File: src/hdl/sfrs_pkg.sv
// ----------------------------------------------------------------------------
// sfrs_pkg
// Shared types, constants and codes of the sbus frame receiver and scaler.
// ----------------------------------------------------------------------------
package sfrs_pkg;

  // frame layout
  localparam int unsigned FRAME_BYTES  = 25;
  localparam int unsigned CNT_W        = 5;
  localparam int unsigned BYTE_W       = 8;
  localparam logic [7:0]  HEADER_BYTE  = 8'h0F;

  // channel unpacking
  localparam int unsigned OUT_CHANNELS = 10;
  localparam int unsigned CH_W         = 4;
  localparam int unsigned RAW_W        = 11;
  localparam int unsigned CH_BITS      = RAW_W * OUT_CHANNELS;

  // counters
  localparam int unsigned GAP_W        = 12;
  localparam int unsigned FCNT_W       = 8;

  // scaling datapath
  localparam int unsigned VAL_W        = 12;
  localparam int unsigned PROD_W       = 24;
  localparam int unsigned NUM_W        = 25;
  localparam int unsigned MAG_W        = 24;
  localparam int unsigned OFFK_W       = 22;
  localparam int unsigned QUOT_W       = 14;
  // floor(n / 1000) == (n * DIV_RECIP) >> DIV_SHIFT for every n below 2**24
  localparam int unsigned DIV_SHIFT    = 34;
  localparam int unsigned RECIP_W      = 25;
  localparam logic [RECIP_W-1:0] DIV_RECIP = 25'd17179870;
  localparam int unsigned DPROD_W      = MAG_W + RECIP_W;

  // job queue between front and back
  localparam int unsigned QUEUE_DEPTH  = 2;
  localparam int unsigned QPTR_W       = 1;
  localparam int unsigned QCNT_W       = 2;

  // configuration port
  localparam int unsigned CFG_IDX_W    = 3;
  localparam int unsigned CFG_DATA_W   = 12;

  typedef enum logic [1:0] {
    KIND_BYTE    = 2'd0,
    KIND_TICK    = 2'd1,
    KIND_CONVERT = 2'd2,
    KIND_DETECT  = 2'd3
  } kind_e;

  typedef enum logic [CFG_IDX_W-1:0] {
    CFG_GAP_LIMIT     = 3'd0,
    CFG_MIN_FRAMES    = 3'd1,
    CFG_GAIN_MILLI    = 3'd2,
    CFG_CENTER        = 3'd3,
    CFG_OUTPUT_OFFSET = 3'd4
  } cfg_idx_e;

  typedef struct packed {
    logic [11:0] gap_limit;
    logic [7:0]  min_frames;
    logic [10:0] gain_milli;
    logic [10:0] center;
    logic [11:0] output_offset;
  } cfg_t;

  // one convert event handed from front to back
  typedef struct packed {
    logic               lost;
    logic               failsafe;
    logic [CH_BITS-1:0] raw;
  } job_t;

  // per-result tag traveling down the scaler pipeline
  typedef struct packed {
    logic [CH_W-1:0] channel;
    logic            lost;
    logic            failsafe;
    logic            last;
  } meta_t;

endpackage

File: src/hdl/sfrs_queue.sv
// ----------------------------------------------------------------------------
// sfrs_queue
// Two-entry queue of convert jobs between frame front end and scaler.
// ----------------------------------------------------------------------------
module sfrs_queue
  import sfrs_pkg::*;
(
  input  logic clk_i,
  input  logic rst_ni,
  input  logic push_i,
  input  job_t push_data_i,
  output logic full_o,
  input  logic pop_i,
  output logic avail_o,
  output job_t pop_data_o
);

  job_t              mem_q [QUEUE_DEPTH];
  logic [QPTR_W-1:0] wr_ptr_q, rd_ptr_q;
  logic [QCNT_W-1:0] cnt_q;

  assign full_o     = (cnt_q == QCNT_W'(QUEUE_DEPTH));
  assign avail_o    = (cnt_q != '0);
  assign pop_data_o = mem_q[rd_ptr_q];

  // storage
  always_ff @(posedge clk_i) begin
    if (push_i) begin
      mem_q[wr_ptr_q] <= push_data_i;
    end
  end

  // pointers and fill level
  always_ff @(posedge clk_i or negedge rst_ni) begin
    if (!rst_ni) begin
      wr_ptr_q <= '0;
      rd_ptr_q <= '0;
      cnt_q    <= '0;
    end else begin
      if (push_i) wr_ptr_q <= wr_ptr_q + 1'b1;
      if (pop_i)  rd_ptr_q <= rd_ptr_q + 1'b1;
      if (push_i && !pop_i)      cnt_q <= cnt_q + 1'b1;
      else if (pop_i && !push_i) cnt_q <= cnt_q - 1'b1;
    end
  end

endmodule

File: src/hdl/sfrs_front.sv
// ----------------------------------------------------------------------------
// sfrs_front
// Accepts bytes, ticks and events; assembles frames and issues convert jobs.
// ----------------------------------------------------------------------------
module sfrs_front
  import sfrs_pkg::*;
(
  input  logic              clk_i,
  input  logic              rst_ni,
  input  cfg_t              cfg_i,
  input  logic              in_valid_i,
  output logic              in_ready_o,
  input  logic [1:0]        in_kind_i,
  input  logic [BYTE_W-1:0] in_data_i,
  input  logic              q_full_i,
  output logic              push_o,
  output job_t              push_data_o
);

  logic [BYTE_W-1:0]             asm_q [FRAME_BYTES];
  logic [CH_BITS-1:0]            latched_q;
  logic [CNT_W-1:0]              byte_cnt_q;
  logic [GAP_W-1:0]              gap_q;
  logic                          seen_q;
  logic [FCNT_W-1:0]             fcnt_q;
  logic                          failsafe_q;

  logic                          accept;
  kind_e                         kind;
  logic                          is_byte;
  logic [CNT_W-1:0]              cnt_base;
  logic [CNT_W-1:0]              wr_idx;
  logic [CNT_W-1:0]              cnt_next;
  logic                          complete;
  logic [FRAME_BYTES*BYTE_W-1:0] frame_next;
  logic                          lost;

  assign in_ready_o = !q_full_i;
  assign accept     = in_valid_i && in_ready_o;
  assign kind       = kind_e'(in_kind_i);
  assign is_byte    = accept && (kind == KIND_BYTE);

  // restart checks: line gap, then header or overrun
  always_comb begin
    cnt_base = (seen_q && (gap_q > cfg_i.gap_limit)) ? '0 : byte_cnt_q;
    if ((in_data_i == HEADER_BYTE) || (cnt_base >= CNT_W'(FRAME_BYTES))) begin
      wr_idx = '0;
    end else begin
      wr_idx = cnt_base;
    end
    cnt_next = wr_idx + 1'b1;
    complete = (cnt_next == CNT_W'(FRAME_BYTES));
  end

  // buffer contents after the current byte lands
  always_comb begin
    for (int i = 0; i < FRAME_BYTES; i++) begin
      frame_next[i*BYTE_W +: BYTE_W] = (wr_idx == CNT_W'(i)) ? in_data_i : asm_q[i];
    end
  end

  assign lost = (fcnt_q < cfg_i.min_frames);

  // convert job toward the scaler
  assign push_o               = accept && (kind == KIND_CONVERT);
  assign push_data_o.lost     = lost;
  assign push_data_o.failsafe = failsafe_q || lost;
  assign push_data_o.raw      = latched_q;

  // assembly buffer, no reset
  always_ff @(posedge clk_i) begin
    if (is_byte) begin
      asm_q[wr_idx] <= in_data_i;
    end
  end

  // frame state and counters
  always_ff @(posedge clk_i or negedge rst_ni) begin
    if (!rst_ni) begin
      latched_q  <= '0;
      byte_cnt_q <= '0;
      gap_q      <= '0;
      seen_q     <= 1'b0;
      fcnt_q     <= '0;
      failsafe_q <= 1'b0;
    end else if (accept) begin
      case (kind)
        KIND_BYTE: begin
          byte_cnt_q <= cnt_next;
          gap_q      <= '0;
          seen_q     <= 1'b1;
          if (complete) begin
            latched_q <= frame_next[BYTE_W +: CH_BITS];
            if (fcnt_q != '1) fcnt_q <= fcnt_q + 1'b1;
          end
        end
        KIND_TICK: begin
          if (gap_q != '1) gap_q <= gap_q + 1'b1;
        end
        KIND_CONVERT: begin
          fcnt_q <= '0;
          if (lost) failsafe_q <= 1'b1;
        end
        KIND_DETECT: begin
          fcnt_q <= '0;
        end
        default: ;
      endcase
    end
  end

endmodule

File: src/hdl/sfrs_back.sv
// ----------------------------------------------------------------------------
// sfrs_back
// Scaler: walks the channels of a job through a four-stage pipeline.
// ----------------------------------------------------------------------------
module sfrs_back
  import sfrs_pkg::*;
(
  input  logic             clk_i,
  input  logic             rst_ni,
  input  cfg_t             cfg_i,
  input  logic             q_avail_i,
  input  job_t             q_data_i,
  output logic             pop_o,
  output logic             out_valid_o,
  input  logic             out_ready_i,
  output meta_t            out_meta_o,
  output logic [VAL_W-1:0] out_value_o
);

  // job under way
  logic               active_q;
  logic [CH_W-1:0]    ch_q;
  logic [CH_BITS-1:0] raw_q;
  logic               lost_q;
  logic               failsafe_q;

  // pipeline
  logic                     v1_q, v2_q, v3_q, out_valid_q;
  meta_t                    m1_q, m2_q, m3_q, out_meta_q;
  logic signed [PROD_W-1:0] prod1_q;
  logic signed [NUM_W-1:0]  num2_q;
  logic                     neg3_q;
  logic [QUOT_W-1:0]        quot3_q;
  logic [VAL_W-1:0]         out_value_q;

  logic                     en;
  logic                     issue;
  logic                     last_issue;
  meta_t                    m0;
  logic signed [RAW_W:0]    diff;
  logic signed [RAW_W:0]    gain_s;
  logic signed [PROD_W-1:0] prod_d;
  logic [OFFK_W-1:0]        off_k;
  logic signed [NUM_W-1:0]  num_d;
  logic [DPROD_W-1:0]       dprod;
  logic [VAL_W-1:0]         value_d;

  assign en         = !out_valid_q || out_ready_i;
  assign issue      = active_q && en;
  assign last_issue = issue && (ch_q == CH_W'(OUT_CHANNELS - 1));
  assign pop_o      = q_avail_i && (!active_q || last_issue);

  // job sequencer
  always_ff @(posedge clk_i or negedge rst_ni) begin
    if (!rst_ni) begin
      active_q <= 1'b0;
      ch_q     <= '0;
    end else if (pop_o) begin
      active_q <= 1'b1;
      ch_q     <= '0;
    end else if (issue) begin
      ch_q <= ch_q + 1'b1;
      if (last_issue) active_q <= 1'b0;
    end
  end

  always_ff @(posedge clk_i) begin
    if (pop_o) begin
      raw_q      <= q_data_i.raw;
      lost_q     <= q_data_i.lost;
      failsafe_q <= q_data_i.failsafe;
    end else if (issue) begin
      raw_q <= raw_q >> RAW_W;
    end
  end

  // stage 1: subtract center, multiply by gain
  always_comb begin
    m0.channel  = ch_q;
    m0.lost     = lost_q;
    m0.failsafe = failsafe_q;
    m0.last     = (ch_q == CH_W'(OUT_CHANNELS - 1));
    diff        = $signed({1'b0, raw_q[RAW_W-1:0]}) - $signed({1'b0, cfg_i.center});
    gain_s      = $signed({1'b0, cfg_i.gain_milli});
    prod_d      = gain_s * diff;
  end

  // stage 2: add offset in thousandths
  always_comb begin
    off_k = OFFK_W'(cfg_i.output_offset) * OFFK_W'(1000);
    num_d = {prod1_q[PROD_W-1], prod1_q} + $signed({{(NUM_W-OFFK_W){1'b0}}, off_k});
  end

  // stage 3: divide by 1000 through the reciprocal
  assign dprod = DPROD_W'(num2_q[MAG_W-1:0]) * DPROD_W'(DIV_RECIP);

  // output stage: zero a lost result, clamp the rest to the value range
  always_comb begin
    if (m3_q.lost || neg3_q) begin
      value_d = '0;
    end else if (quot3_q > QUOT_W'({VAL_W{1'b1}})) begin
      value_d = '1;
    end else begin
      value_d = quot3_q[VAL_W-1:0];
    end
  end

  // stage valids
  always_ff @(posedge clk_i or negedge rst_ni) begin
    if (!rst_ni) begin
      v1_q        <= 1'b0;
      v2_q        <= 1'b0;
      v3_q        <= 1'b0;
      out_valid_q <= 1'b0;
    end else if (en) begin
      v1_q        <= issue;
      v2_q        <= v1_q;
      v3_q        <= v2_q;
      out_valid_q <= v3_q;
    end
  end

  // stage payloads
  always_ff @(posedge clk_i) begin
    if (en) begin
      m1_q        <= m0;
      prod1_q     <= prod_d;
      m2_q        <= m1_q;
      num2_q      <= num_d;
      m3_q        <= m2_q;
      neg3_q      <= num2_q[NUM_W-1];
      quot3_q     <= dprod[DIV_SHIFT +: QUOT_W];
      out_meta_q  <= m3_q;
      out_value_q <= value_d;
    end
  end

  assign out_valid_o = out_valid_q;
  assign out_meta_o  = out_meta_q;
  assign out_value_o = out_value_q;

endmodule

File: src/hdl/sbus_frame_receiver_scaler.sv
// ----------------------------------------------------------------------------
// sbus_frame_receiver_scaler
// SBUS deframer with frame-rate loss detection and channel scaling.
// ----------------------------------------------------------------------------
// Input stream: tuser carries the item kind (byte, microsecond tick, convert,
// detect), tdata the received byte. Bytes and ticks update the frame assembler
// at once; detect clears the frame count; convert queues one job that yields
// ten results, one per channel, tlast on channel 9.
// Output stream: tdata holds the scaled value, tuser the channel index and the
// lost and failsafe flags.
// Throughput: one input transfer per cycle while the two-entry job queue has
// room; a convert job streams its ten results at one per cycle while the output
// is ready, set by the single multiply/divide pipeline of the scaler.
// With the scaler idle, the first result of a convert passes the queue write,
// the job load and the four pipeline stages.
// Reset clears counters, flags, the latched frame and the queue, and loads the
// default register values. A stalled output freezes the scaler pipeline; the
// front keeps taking bytes and ticks until the queue is full. Registers are written
// via cfg_we_i/cfg_idx_i/cfg_data_i by the user only while idle, unenforced by the block.
// ----------------------------------------------------------------------------
module sbus_frame_receiver_scaler
  import sfrs_pkg::*;
(
  input  logic                  clk_i,
  input  logic                  rst_ni,
  // input stream
  input  logic                  s_axis_tvalid_i,
  output logic                  s_axis_tready_o,
  input  logic [7:0]            s_axis_tdata_i,   // [7:0] data
  input  logic [1:0]            s_axis_tuser_i,   // [1:0] kind
  // output stream
  output logic                  m_axis_tvalid_o,
  input  logic                  m_axis_tready_i,
  output logic [15:0]           m_axis_tdata_o,   // [11:0] value, [15:12] zero
  output logic [5:0]            m_axis_tuser_o,   // [3:0] channel, [4] lost, [5] failsafe
  output logic                  m_axis_tlast_o,
  // register writes
  input  logic                  cfg_we_i,
  input  logic [CFG_IDX_W-1:0]  cfg_idx_i,
  input  logic [CFG_DATA_W-1:0] cfg_data_i
);

  cfg_t             cfg_q;
  logic             q_full;
  logic             q_push;
  job_t             q_push_data;
  logic             q_pop;
  logic             q_avail;
  job_t             q_pop_data;
  meta_t            out_meta;
  logic [VAL_W-1:0] out_value;

  // configuration registers
  always_ff @(posedge clk_i or negedge rst_ni) begin
    if (!rst_ni) begin
      cfg_q.gap_limit     <= 12'd2500;
      cfg_q.min_frames    <= 8'd5;
      cfg_q.gain_milli    <= 11'd644;
      cfg_q.center        <= 11'd1024;
      cfg_q.output_offset <= 12'd1500;
    end else if (cfg_we_i) begin
      case (cfg_idx_e'(cfg_idx_i))
        CFG_GAP_LIMIT:     cfg_q.gap_limit     <= cfg_data_i;
        CFG_MIN_FRAMES:    cfg_q.min_frames    <= cfg_data_i[7:0];
        CFG_GAIN_MILLI:    cfg_q.gain_milli    <= cfg_data_i[10:0];
        CFG_CENTER:        cfg_q.center        <= cfg_data_i[10:0];
        CFG_OUTPUT_OFFSET: cfg_q.output_offset <= cfg_data_i;
        default: ;
      endcase
    end
  end

  sfrs_front u_front (
    .clk_i       (clk_i),
    .rst_ni      (rst_ni),
    .cfg_i       (cfg_q),
    .in_valid_i  (s_axis_tvalid_i),
    .in_ready_o  (s_axis_tready_o),
    .in_kind_i   (s_axis_tuser_i),
    .in_data_i   (s_axis_tdata_i),
    .q_full_i    (q_full),
    .push_o      (q_push),
    .push_data_o (q_push_data)
  );

  sfrs_queue u_queue (
    .clk_i       (clk_i),
    .rst_ni      (rst_ni),
    .push_i      (q_push),
    .push_data_i (q_push_data),
    .full_o      (q_full),
    .pop_i       (q_pop),
    .avail_o     (q_avail),
    .pop_data_o  (q_pop_data)
  );

  sfrs_back u_back (
    .clk_i       (clk_i),
    .rst_ni      (rst_ni),
    .cfg_i       (cfg_q),
    .q_avail_i   (q_avail),
    .q_data_i    (q_pop_data),
    .pop_o       (q_pop),
    .out_valid_o (m_axis_tvalid_o),
    .out_ready_i (m_axis_tready_i),
    .out_meta_o  (out_meta),
    .out_value_o (out_value)
  );

  // output packing
  assign m_axis_tdata_o = {4'b0000, out_value};
  assign m_axis_tuser_o = {out_meta.failsafe, out_meta.lost, out_meta.channel};
  assign m_axis_tlast_o = out_meta.last;

  // last result of a job is always the top channel
  assert property (@(posedge clk_i) disable iff (!rst_ni)
    m_axis_tvalid_o && m_axis_tlast_o |-> out_meta.channel == CH_W'(OUT_CHANNELS - 1))
    else $error("tlast on a channel other than the last");

  // a lost result reports zero and carries failsafe
  assert property (@(posedge clk_i) disable iff (!rst_ni)
    m_axis_tvalid_o && out_meta.lost |-> out_value == '0 && out_meta.failsafe)
    else $error("lost result with nonzero value or without failsafe");

  // no job is queued while the queue is full
  assert property (@(posedge clk_i) disable iff (!rst_ni)
    q_push |-> !q_full)
    else $error("job pushed into a full queue");

  // the scaler only takes a job that is there
  assert property (@(posedge clk_i) disable iff (!rst_ni)
    q_pop |-> q_avail)
    else $error("job popped from an empty queue");

endmodule

File: config.mk
export PLATFORM = sky130hd
export DESIGN_NAME = sbus_frame_receiver_scaler
export DESIGN_NICKNAME = d
export VERILOG_FILES = /design/src/hdl/sfrs_pkg.sv /design/src/hdl/sfrs_queue.sv /design/src/hdl/sfrs_front.sv /design/src/hdl/sfrs_back.sv /design/src/hdl/sbus_frame_receiver_scaler.sv
export SDC_FILE = /design/constraint.sdc
export NUM_CORES = 2
export LEC_CHECK = 0
export BUFFER_PORTS_ARGS = -buffer_cell sky130_fd_sc_hd__buf_2
export CORE_MARGIN = 1
export CORE_UTILIZATION = 43
export DETAILED_ROUTE_END_ITERATION = 10
export PLACE_DENSITY = 0.61
export SETUP_SLACK_MARGIN = 0.05
export SLEW_MARGIN = 0
export SYNTH_ARGS = -nofsm -noshare
export SYNTH_HDL_FRONTEND = slang
export SYNTH_SLANG_ARGS = --single-unit
File: constraint.sdc
create_clock -name clk_i -period 8 [get_ports clk_i]
set_input_delay 0.4 -clock clk_i [delete_from_list [all_inputs] [get_ports clk_i]]
set_output_delay 0.4 -clock clk_i [all_outputs]
set_load 0.03 [all_outputs]
==> run summary <==
Achievable Freq - 135 MHz
design area - 0.0485 mm²
DIE HEIGHT - 321 µm
clock buffer count from CTS - 81
initial core utilization - 43.5%
post-synthesis sequential element count - 754
Top FF cell, synth - edfxtp_1
final setup slack of the worst path - 0.620 ns
required time worst endpoint - 8.41 ns
area used by sequential logic in the layout - 0.0216 mm²
most common cell after layout, fill and taps aside - edfxtp_1
relative slew slack - 25.1%
synthesized cell area - 0.0437 mm²
Slew Limit Fails - 0
# fillers - 8927
placeable core area - 0.100 mm²
Yosys top cell area share - 37.8%
Post CTS Setup Buffer Count - 0
fraction of layout instances using a drive strength above 1 - 11.9%
Worst-Skew Late Latency - 0.68 ns
Post-Synth XOR/XNOR Area - 1.66%
Worst Setup Path Type - register to register
MaxCap Viol Count - 0
pre-CTS WS - 0.384 ns
# IOs - 55
cell with the most instances on the worst path - fa_1
post-route minimum period - 7.38 ns
CTS tree - built
synthesized-area fraction occupied by and/or/nand/nor cells - 6.20%
DR WL/cell - 17.5 µm
IO Port Bufs - 50
H-tree levels - 3
Inserted Diodes - 0
overall die area - 0.103 mm²
number of synthesis warnings - 0
cell area reported after detailed placement - 0.0456 mm²
adder and majority gate portion of the synthesized area - 26.4%
maximum buffer depth of the clock tree - 3
area of the multi-input gates - 0.0199 mm²
buffers and inverters on the worst path - 4
initial DRC count - 1139
async set-or-reset flop fraction in the synthesized netlist - 27.1%
number of nets in the layout - 4175
post-detailed-placement half-perimeter wirelength - 57700 µm
synthesized area per cell - 13.2 µm²
Startpoint Class - register
proportion of synthesized area in mux cells - 6.28%
final clock period utilization by the worst path - 92.3%
via count normalized by instance count - 4.94
top library cells by usage in the layout, fill and taps aside - edfxtp_1 (550), inv_1 (488), ha_1 (431), fa_1 (306), nand2_1 (226)
critical path arrival - 7.79 ns
main area contributors after synthesis - edfxtp_1 (38%), fa_1 (14%), ha_1 (12%)
Netlist cell types - 74
GRT Overall Usage - 17.2%
compound-cell area share of the yosys netlist - 4.75%
CP endpoint kind - register
DRT Wirelength - 84700 µm
drc violations - 0
result of the run - finished, final reports clean
cell at the slowest stage of the critical path - fa_1
sequential fraction of the synthesis area - 49.5%
antenna violations before repair - 3
top cell type by total area after synthesis - edfxtp_1
global-route wire length before repair - 138000 µm
CP max FO - 11
worst setup skew after layout - 0.0642 ns
number of global-route vias before repair - 25.2k
dominant combinational cell family by area after synthesis - adder cells
first-pass iteration count of the detailed router - 5
routability-driven placement congestion ratio - 0.850
number of vias in the routed layout - 23.9k
width of the die - 321 µm
buffer type at the clock tree root - clkbuf_16
hold violation count in the final report - 0
clock net sink count - 754
Cells after Synth - 3318
number of core rows - 116
Area growth, synth to finish - 11.0%
CP max stage delay - 0.55 ns
setup repair after global routing missed its margin - no
kind of cell adding the most delay to the critical path - adder cells
overall overflow remaining after global route - 0
Post-synth EDFFs - 550
number of failing setup endpoints in the final timing report - 0
Routed Antenna Nets - 0
clock-pin slew reported for the worst setup and hold paths after clock tree synthesis - 0.06 ns
slew of the pin with the lowest slew margin - 1.12 ns
TNS Setup - 0 ns
class of the tightest hold or removal check - primary input to register
pin count of the biggest net entering global routing - 214
==> tightest hold or removal path: cells and delay by family <==
family | cells | cell delay (ns)
AOI/OAI and AO/OA | 1 | 0.07
buffers and inverters | 1 | 0.15
and+or+nand+nor | 1 | 0.06
==> cell usage after synthesis (all sizes together), types with 17 or more instances <==
cell and count:
edfxtp 550, inv 489, ha 431, fa 306
nand2 226, dfrtp 186, o21ai 179, mux2 144
mux2i 112, nor2 90, clkbuf 70, and2 66
a21oi 64, xnor2 55, nor2b 34, a21o 31
nand3 28, xor2 28, nor3 24, nand2b 22
buf 21, dfstp 18, o21a 17
==> final timing paths <==
path	startpoint	end	slack, ns	cells past startpoint
setup / recovery	cfg_q[12]	u_back.prod1_q[23]	0.62	32
hold / removal	cfg_data_i[6]	cfg_q[48]	0.06	3
setup reg to reg	cfg_q[12]	u_back.prod1_q[23]	0.62	32
hold reg to reg	u_back.prod1_q[1]	u_back.num2_q[1]	0.41	0
max in group asynchronous	rst_ni	cfg_q[0]	6.38	3
min in group asynchronous	rst_ni	u_front.latched_q[91]	0.35	2
==> logic make-up after synthesis <==
group,count (synthesis)
flip-flops,754
adder cells (fa/ha/maj),737
buffers and inverters,580
AND/OR/NAND/NOR,558
AO/OA/AOI/OAI,349
multiplexers,256
XOR/XNOR,83
other,1
==> layout make-up <==
type / instances / share of cell area, %
Clock buffer: 109 / 4.69
Clock inverter: 40 / 1.12
Inverter: 489 / 3.79
Multi-Input combinational cell: 1987 / 41.0
Sequential cell: 754 / 44.6
Tap cell: 1357 / 3.50
Timing Repair Buffer: 95 / 1.30
==> flip-flops by register name, summed over array words and instances (netlist names), 2 cells and up <==
name	flops
cfg_q	54
u_back.quot3_q	14
u_back.out_value_o	12
u_back.num2_q	25
u_back.prod1_q	24
u_front.fcnt_q	8
u_front.byte_cnt_q	5
u_back.m1_q	7
u_front.asm_q	110
u_back.ch_q	4
u_front.latched_q	110
u_front.gap_q	12
u_back.raw_q	110
u_back.m3_q	7
u_queue.mem_q	224
u_back.m2_q	7
u_back.out_meta_o	7
u_queue.cnt_q	2
==> metrics by stage <==
step | instances | util [%] | hold slack [ns]
6_report | 4831 | 48.3 | 0.0579
5_1_grt | 4831 | 48.3 | 0.0506
4_1_cts | 4831 | 48.3 | 0.0221
3_5_place_dp | 4680 | 45.4 | 0.405
3_3_place_gp | 4680 | 45.4 | 0.401
2_1_floorplan | 3321 | - | 0.104
==> repair_timing <==
item	in CTS	in global routing
gates resized for setup	0	5
hold buffers	2	0
endpoints found under the hold margin	84	0
setup endpoints to repair	0	5
==> routing by layer <==
metal | GRT usage (%) | vias to the layer above | share of wire, %
met5 | 0 | - | 0
met4 | 5.72 | 0 | 2.8
met3 | 2.25 | 108 | 3.2
met2 | 29.9 | 313 | 49
met1 | 22.1 | 11978 | 44
li1 | - | 11481 | -
Power is left out: the tool's default activity adds up to more than one toggle a clock period on the data nets, which glitch-free logic cannot reach.
